## src/sv/lrt_pkg.sv

```systemverilog
// ----------------------------------------------------------------------------
// Lock reference tracker package
// Sizes, request and result types, codes and controller states shared by the
// lock reference tracker files.
// ----------------------------------------------------------------------------
`default_nettype none

package lrt_pkg;

  localparam int SLOTS       = 16;
  localparam int HANDLE_BITS = 32;
  localparam int SLOT_W      = $clog2(SLOTS);
  localparam int CNT_W       = $clog2(SLOTS + 1);

  localparam logic [1:0] MODE_ADD    = 2'd0;
  localparam logic [1:0] MODE_REMOVE = 2'd1;
  localparam logic [1:0] MODE_ABORT  = 2'd2;

  localparam logic [1:0] STATUS_OK        = 2'd0;
  localparam logic [1:0] STATUS_FULL      = 2'd1;
  localparam logic [1:0] STATUS_NOT_FOUND = 2'd2;

  typedef struct packed {
    logic [1:0]             mode;
    logic [HANDLE_BITS-1:0] lock_id;
  } request_t;

  typedef struct packed {
    logic [1:0]             status;
    logic                   released_valid;
    logic [HANDLE_BITS-1:0] released_id;
    logic [CNT_W-1:0]       held_count;
    logic                   last;
  } result_t;

  typedef enum logic [2:0] {
    ST_IDLE,
    ST_ADD_SCAN,
    ST_REM_SCAN,
    ST_DROP,
    ST_ABORT
  } state_t;

endpackage

`default_nettype wire

```

## src/sv/lrt_slot_ram.sv

```systemverilog
// ----------------------------------------------------------------------------
// Lock reference tracker slot memory
// One write port and one read port with registered read data, holding the
// lock handle of each slot.
// ----------------------------------------------------------------------------
`default_nettype none

module lrt_slot_ram (
  input  wire logic                           clk,
  input  wire logic                           we,
  input  wire logic [lrt_pkg::SLOT_W-1:0]      waddr,
  input  wire logic [lrt_pkg::HANDLE_BITS-1:0] wdata,
  input  wire logic [lrt_pkg::SLOT_W-1:0]      raddr,
  output logic      [lrt_pkg::HANDLE_BITS-1:0] rdata
);

  logic [lrt_pkg::HANDLE_BITS-1:0] mem [lrt_pkg::SLOTS];

  always_ff @(posedge clk) begin
    if (we) begin
      mem[waddr] <= wdata;
    end
  end

  always_ff @(posedge clk) begin
    rdata <= mem[raddr];
  end

endmodule

`default_nettype wire

```

## src/sv/lock_reference_tracker_top.sv

```systemverilog
// ----------------------------------------------------------------------------
// Lock reference tracker
// Slot table of held lock handles with add, remove and abort requests.
// ----------------------------------------------------------------------------
// A request (mode, lock_id) is taken at a rising edge with start high and
// busy low. Each result is shown on result for one cycle with result_strobe
// high; the receiver cannot stall it, so results are never held back.
// Add on a table without holes, add on a full table, remove or abort on an
// empty table and the unused mode show their result in the next cycle
// without raising busy. Add into a hole scans the used bits downward from
// the top, one slot a cycle, and shows its result the cycle after the hole
// is found. Remove reads the handle memory downward from the top, one slot a
// cycle, and compares each handle as its registered read data returns.
// Removing the top slot then lowers the top past each empty slot below it,
// one slot a cycle. Abort reads slots upward from slot zero, one a cycle,
// and shows a result for each used slot, so empty slots leave gaps. The
// longest request is a removal of the top slot with every slot below it
// empty. Busy falls in the cycle that shows the last result.
// Reset clears the used bits, the top mark and the held count at once; the
// handle memory needs no clearing since handles of unused slots are ignored.
// ----------------------------------------------------------------------------
`default_nettype none

module lock_reference_tracker_top (
  input  wire logic             clk,
  input  wire logic             rst,
  input  wire logic             start,
  output logic                  busy,
  input  wire lrt_pkg::request_t request,
  output lrt_pkg::result_t      result,
  output logic                  result_strobe
);

  lrt_pkg::state_t state, state_next;

  logic [lrt_pkg::SLOTS-1:0]       used, used_next;
  logic [lrt_pkg::CNT_W-1:0]       top, top_next;
  logic [lrt_pkg::CNT_W-1:0]       held, held_next;
  logic [lrt_pkg::SLOT_W-1:0]      idx, idx_next;
  logic                            scan_end, scan_end_next;
  logic                            pend, pend_next;
  logic [lrt_pkg::SLOT_W-1:0]      pend_idx, pend_idx_next;
  logic [lrt_pkg::HANDLE_BITS-1:0] id_reg, id_reg_next;
  lrt_pkg::result_t                result_next;
  logic                            result_strobe_next;

  logic                            we;
  logic [lrt_pkg::SLOT_W-1:0]      waddr;
  logic [lrt_pkg::HANDLE_BITS-1:0] wdata;
  logic [lrt_pkg::SLOT_W-1:0]      raddr;
  logic [lrt_pkg::HANDLE_BITS-1:0] rdata;

  logic [lrt_pkg::CNT_W-1:0]       top_dec;
  logic [lrt_pkg::SLOT_W-1:0]      top_last;

  assign top_dec  = top - lrt_pkg::CNT_W'(1);
  assign top_last = top_dec[lrt_pkg::SLOT_W-1:0];
  assign busy     = (state != lrt_pkg::ST_IDLE);

  lrt_slot_ram u_slot_ram (
    .clk   (clk),
    .we    (we),
    .waddr (waddr),
    .wdata (wdata),
    .raddr (raddr),
    .rdata (rdata)
  );

  always_ff @(posedge clk) begin
    if (rst) begin
      state         <= lrt_pkg::ST_IDLE;
      used          <= '0;
      top           <= '0;
      held          <= '0;
      scan_end      <= 1'b0;
      pend          <= 1'b0;
      result_strobe <= 1'b0;
    end else begin
      state         <= state_next;
      used          <= used_next;
      top           <= top_next;
      held          <= held_next;
      scan_end      <= scan_end_next;
      pend          <= pend_next;
      result_strobe <= result_strobe_next;
    end
  end

  always_ff @(posedge clk) begin
    idx      <= idx_next;
    pend_idx <= pend_idx_next;
    id_reg   <= id_reg_next;
    result   <= result_next;
  end

  always_comb begin
    state_next         = state;
    used_next          = used;
    top_next           = top;
    held_next          = held;
    idx_next           = idx;
    scan_end_next      = scan_end;
    pend_next          = 1'b0;
    pend_idx_next      = pend_idx;
    id_reg_next        = id_reg;
    result_next        = result;
    result_strobe_next = 1'b0;
    we                 = 1'b0;
    waddr              = idx;
    wdata              = id_reg;
    raddr              = idx;

    case (state)
      lrt_pkg::ST_IDLE: begin
        if (start) begin
          id_reg_next               = request.lock_id;
          scan_end_next             = 1'b0;
          result_next.status        = lrt_pkg::STATUS_OK;
          result_next.released_valid = 1'b0;
          result_next.released_id   = '0;
          result_next.held_count    = held;
          result_next.last          = 1'b1;
          case (request.mode)
            lrt_pkg::MODE_ADD: begin
              if (held == lrt_pkg::CNT_W'(lrt_pkg::SLOTS)) begin
                result_next.status = lrt_pkg::STATUS_FULL;
                result_strobe_next = 1'b1;
              end else if (held == top) begin
                we                     = 1'b1;
                waddr                  = top[lrt_pkg::SLOT_W-1:0];
                wdata                  = request.lock_id;
                used_next[top[lrt_pkg::SLOT_W-1:0]] = 1'b1;
                top_next               = top + lrt_pkg::CNT_W'(1);
                held_next              = held + lrt_pkg::CNT_W'(1);
                result_next.held_count = held + lrt_pkg::CNT_W'(1);
                result_strobe_next     = 1'b1;
              end else begin
                idx_next   = top_last;
                state_next = lrt_pkg::ST_ADD_SCAN;
              end
            end
            lrt_pkg::MODE_REMOVE: begin
              if (top == '0) begin
                result_next.status = lrt_pkg::STATUS_NOT_FOUND;
                result_strobe_next = 1'b1;
              end else begin
                idx_next   = top_last;
                state_next = lrt_pkg::ST_REM_SCAN;
              end
            end
            lrt_pkg::MODE_ABORT: begin
              if (top == '0) begin
                result_next.held_count = '0;
                result_strobe_next     = 1'b1;
              end else begin
                idx_next   = '0;
                state_next = lrt_pkg::ST_ABORT;
              end
            end
            default: begin
              result_strobe_next = 1'b1;
            end
          endcase
        end
      end

      lrt_pkg::ST_ADD_SCAN: begin
        if (!used[idx]) begin
          we                     = 1'b1;
          waddr                  = idx;
          wdata                  = id_reg;
          used_next[idx]         = 1'b1;
          held_next              = held + lrt_pkg::CNT_W'(1);
          result_next.held_count = held + lrt_pkg::CNT_W'(1);
          result_strobe_next     = 1'b1;
          state_next             = lrt_pkg::ST_IDLE;
        end else begin
          idx_next = idx - lrt_pkg::SLOT_W'(1);
        end
      end

      lrt_pkg::ST_REM_SCAN: begin
        raddr = idx;
        if (!scan_end) begin
          pend_next     = 1'b1;
          pend_idx_next = idx;
          idx_next      = idx - lrt_pkg::SLOT_W'(1);
          scan_end_next = (idx == '0);
        end
        if (pend && used[pend_idx] && (rdata == id_reg)) begin
          pend_next           = 1'b0;
          used_next[pend_idx] = 1'b0;
          held_next           = held - lrt_pkg::CNT_W'(1);
          if (pend_idx == top_last) begin
            top_next   = top_dec;
            state_next = lrt_pkg::ST_DROP;
          end else begin
            result_next.held_count = held - lrt_pkg::CNT_W'(1);
            result_strobe_next     = 1'b1;
            state_next             = lrt_pkg::ST_IDLE;
          end
        end else if (pend && (pend_idx == '0)) begin
          pend_next          = 1'b0;
          result_next.status = lrt_pkg::STATUS_NOT_FOUND;
          result_strobe_next = 1'b1;
          state_next         = lrt_pkg::ST_IDLE;
        end
      end

      lrt_pkg::ST_DROP: begin
        if ((top != '0) && !used[top_last]) begin
          top_next = top_dec;
        end else begin
          result_next.held_count = held;
          result_strobe_next     = 1'b1;
          state_next             = lrt_pkg::ST_IDLE;
        end
      end

      lrt_pkg::ST_ABORT: begin
        raddr = idx;
        if (!scan_end) begin
          pend_next     = used[idx];
          pend_idx_next = idx;
          idx_next      = idx + lrt_pkg::SLOT_W'(1);
          scan_end_next = (idx == top_last);
        end
        if (pend) begin
          result_next.status         = lrt_pkg::STATUS_OK;
          result_next.released_valid = 1'b1;
          result_next.released_id    = rdata;
          result_next.held_count     = '0;
          result_next.last           = (pend_idx == top_last);
          result_strobe_next         = 1'b1;
          if (pend_idx == top_last) begin
            pend_next  = 1'b0;
            used_next  = '0;
            top_next   = '0;
            held_next  = '0;
            state_next = lrt_pkg::ST_IDLE;
          end
        end
      end

      default: begin
        state_next = lrt_pkg::ST_IDLE;
      end
    endcase
  end

endmodule

`default_nettype wire

```

## config.mk

```make
export PLATFORM = sky130hd
export DESIGN_NAME = lock_reference_tracker_top
export DESIGN_NICKNAME = d
export VERILOG_FILES = /design/src/sv/lrt_pkg.sv /design/src/sv/lrt_slot_ram.sv /design/src/sv/lock_reference_tracker_top.sv
export SDC_FILE = /design/constraint.sdc
export NUM_CORES = 1
export LEC_CHECK = 0
export BUFFER_PORTS_ARGS = -buffer_cell sky130_fd_sc_hd__buf_2
export CAP_MARGIN = 20
export CORE_MARGIN = 1.5
export CORE_UTILIZATION = 60
export CTS_CLUSTER_DIAMETER = 150
export DETAILED_ROUTE_END_ITERATION = 6
export HOLD_SLACK_MARGIN = 0.05
export PLACE_DENSITY = 0.83
export RECOVER_POWER = 25
export SETUP_SLACK_MARGIN = 0.4
export SLEW_MARGIN = 20
export SYNTH_ARGS = -nofsm -noshare
export SYNTH_HDL_FRONTEND = slang
export SYNTH_SLANG_ARGS = --single-unit
```

## constraint.sdc

```tcl
create_clock -name clk -period 5.8 [get_ports clk]
set_clock_uncertainty 0.05 [all_clocks]
set_input_delay 1.16 -clock clk [delete_from_list [all_inputs] [get_ports clk]]
set_output_delay 1.16 -clock clk [all_outputs]
set_load 0.005 [all_outputs]
```

==> results.md <==
- Synth Area in Compound Gates: 0.0471
- Worst path max stage delay: 820 ps
- Flops & latches, synth: 657
- Register share of total power: 0.432
- Top-level port count: 80
- CTS Hold Buffers Added: 0
- Max rail drop VDD: 0.324 mV
- Comb power frac: 0.272
- Initial DRT Pass Iterations: 5
- DRC viols: 0
- Antenna-violating nets left: 0
- Final WL: 71200 µm
- Syn nets: 1550
- Slowest CP cell: dfxtp_1
- Starting Density: 0.612
- Area delta synth->final: 12.2%
- Row count: 77
- Diodes inserted: 0
- First-pass GRT wire length: 104000 µm
- Total track usage: 0.312
- GR met1 Demand/Resource: 0.411
- Worst r2r path cells: 8
- Status: finished, violations left
- Final Setup Violations: 0
- RR Startpoint: top[2]$_SDFFE_PP0P_
- Fin crit share: 0.798
- Pint: 0.0101 W
- Grt met2 use: 0.527
- Core Footprint: 44400 µm²
- Netlist cell types: 73
- Worst Hold End: pend$_SDFF_PP0_
- Number of global-route vias before repair: 15518
- Grt ovf: 0
- CTS tree: yes
- Clock power frac: 0.296
- Synth Cell Area: 27200 µm²
- Ys async rst share: 0
- Via count: 15546
- Setup TNS: 0 ps
- Pin count of the biggest net entering global routing: 114
- # port buffers: 79
- Hold wc startpoint: scan_end$_SDFFE_PP0P_
- CP Launch Type: flop
- Tmin final: 4630 ps
- DR vias/cell: 6.95
- Critical path fanouts, max: 21
- Chip width: 216 µm
- Final setup margin: 1170 ps
- Pwr Density: 483 nW/µm²
- RSZ-0062 raised after global routing: false
- CTS Sinks: 657
- Switch Pwr: 0.00467 W
- EDFF count, synth: 593
- Synth warn: 0
- Sw Share: 0.317
- Synth Area in Adders: 0.00764
- Largest family of logic cells by synthesized area: multiplexers
- FF-to-FF End: u_slot_ram.mem[14][8]$_DFFE_PP_
- Top Registers: u_slot_ram.mem (512), result (41)
- Path type of the worst setup path: reg -> reg
- Number of buffers created by CTS: 66
- Min-delay worst type: reg -> reg
- R2r setup slk: 1170 ps
- DIE AREA: 46600 µm²
- Worst path cell trace: xor2_1 > nor2_1 > nand3_1 > nor3_1 > buf_4 > a32oi_1 > nor2_4 > buf_4
- Number of flip-flops in the largest register: 512
- Clock Latency Late Sink: 610 ps
- GPL Wtd Cong: 0.915
- Post-CTS resize count: 0
- Iter 0 DRT Violations: 2382
- Fin. Hold Viols: 0
- DR WL/cell: 31.9 µm
- Clock root buffer: clkbuf_16
- Placed inst area: 28400 µm²
- Cells after synthesis: 1497
- GR met3 Demand/Resource: 0.0627
- Global route hottest layer: met2
- Max_slew headroom: -0.573
- Post-Synth Simple-Gate Area: 0.0516
- Nets: 1643
- Failing checks: capacitance limit, slew limit
- Hold Path Stages: 1
- Leakage: 9.93 nW
- Post-CTS Repair Setup Buffers: 0
- Design area: 30500 µm²
- Worst-Margin Slew: 2360 ps
- Layout cells sized above 1: 0.248
- Dpl ws: 1220 ps
- Dpl hpwl: 40700 µm
- Clk buf depth: 3
- Proportion of synthesized area in mux cells: 0.158
- CP Capture Type: flop
- Die Ht: 216 µm
- Mapped Avg Cell Area: 18.2 µm²
- Clock transition at path regs: 60 ps
- Sequential fraction of the synthesis area: 0.702
- Ys flop type: edfxtp_1
- CP dominant cell by count: buf_4
- Highest Clock Rate: 216 MHz
- Initial antenna violation count: 1
- Critical Path RT: 5990 ps
- XOR/XNOR Fraction of Synth Area: 0.0166
- Fin. max-slew vios: 183
- Biggest register: u_slot_ram.mem
- Max-cap violation count: 3
- H-tree depth: 3
- Data arrival time of the worst path: 4820 ps
## logic make-up after synthesis
group	after synthesis
compound gates	184
xor+xnor	49
fa+ha+maj	16
buf+inv	107
flops	657
mux	211
simple gates	273
## metal layers
metal  vias to the layer above  wire length (µm)  part of all wire
met2                      1104             36200              0.51
met4                         0              2310             0.032
met5                         -                 0                 0
met1                      7995             25600              0.36
li1                       6292                 -                 -
met3                       155              7090              0.10
## Yosys cell counts, types with 9 or more instances
cell / instances / area, µm²
a211oi_1: 9 / 67.6
a211oi_2: 12 / 150
a21oi_1: 49 / 245
a31oi_1: 13 / 81.3
and3_1: 43 / 269
buf_1: 15 / 56.3
buf_2: 12 / 60.1
clkbuf_1: 62 / 233
dfxtp_1: 64 / 1280
edfxtp_1: 593 / 17800
ha_1: 15 / 188
inv_1: 12 / 45.0
mux2_2: 33 / 372
mux4_2: 172 / 3870
nand2_1: 46 / 173
nand3_1: 46 / 230
nand4_1: 13 / 81.3
nor2_1: 62 / 233
nor2b_1: 14 / 87.6
nor3_1: 14 / 70.1
o21ai_0: 35 / 175
xnor2_1: 32 / 280
xor2_1: 15 / 131
## power groups by stage
stage / Clock [W] / Sequential (W) / Combinational, W
finish: 0.00435 / 0.00636 / 0.00401
global route: 0.00453 / 0.00639 / 0.00424
CTS: 0.00438 / 0.00634 / 0.00398
detailed placement: 0 / 0.00642 / 0.00392
global placement: 0 / 0.00640 / 0.00383
floorplan: 0 / 0.00626 / 0.00278
## area by class of cell
type	instances	area, µm²
flip-flops and latches	657	19100
fillers	2691	13900
multi-input cells	733	7760
clock buffers	85	1800
well taps	592	741
repair buffers	118	617
clock inverters	37	427
inverters	14	52.6
## per-stage QoR
step / cells / hold WS [ps] / utilization / power, W
CTS: 2235 / 426 / 0.689 / 0.0147
global placement: 2113 / 403 / 0.639 / 0.0102
floorplan: 1497 / 382 / - / 0.00904
finish: 2236 / 431 / 0.687 / 0.0147
global route: 2236 / 448 / 0.687 / 0.0152
detailed placement: 2113 / 413 / 0.639 / 0.0103
## placed cells by master, fill, tap and decap left out, types with 25 or more instances in the layout
master | Yosys | final
a21oi_1 | 49 | 49
and3_1 | 43 | 43
buf_2 | 12 | 31
buf_4 | 1 | 34
clkbuf_1 | 62 | 63
clkbuf_16 | 0 | 67
dfxtp_1 | 64 | 64
edfxtp_1 | 593 | 593
mux2_2 | 33 | 25
mux4_2 | 172 | 172
nand2_1 | 46 | 46
nand3_1 | 46 | 46
nor2_1 | 62 | 45
o21ai_0 | 35 | 35
xnor2_1 | 32 | 32
## critical path: cells and delay by family (launching register included)
family | cells | cell delay [ps]
AOI/OAI and AO/OA | 1 | 420
buffers and inverters | 2 | 910
and+or+nand+nor | 4 | 1910
xor gates and xnor gates | 1 | 140
DFF | 1 | 820
## how the worst max path moves through the flow
stage / startpoint / endpoint / cells after the start
final: top[2]$_SDFFE_PP0P_ / u_slot_ram.mem[14][8]$_DFFE_PP_ / 8
after global routing: top[2]$_SDFFE_PP0P_ / u_slot_ram.mem[14][8]$_DFFE_PP_ / 8
after CTS: top[2]$_SDFFE_PP0P_ / u_slot_ram.mem[1][6]$_DFFE_PP_ / 8
after detailed placement: request[33] / u_slot_ram.mem[1][6]$_DFFE_PP_ / 9
after global placement: request[33] / u_slot_ram.mem[1][0]$_DFFE_PP_ / 9
after floorplan: request[33] / u_slot_ram.mem[3][0]$_DFFE_PP_ / 7
Power figures use the tool's default switching activity.
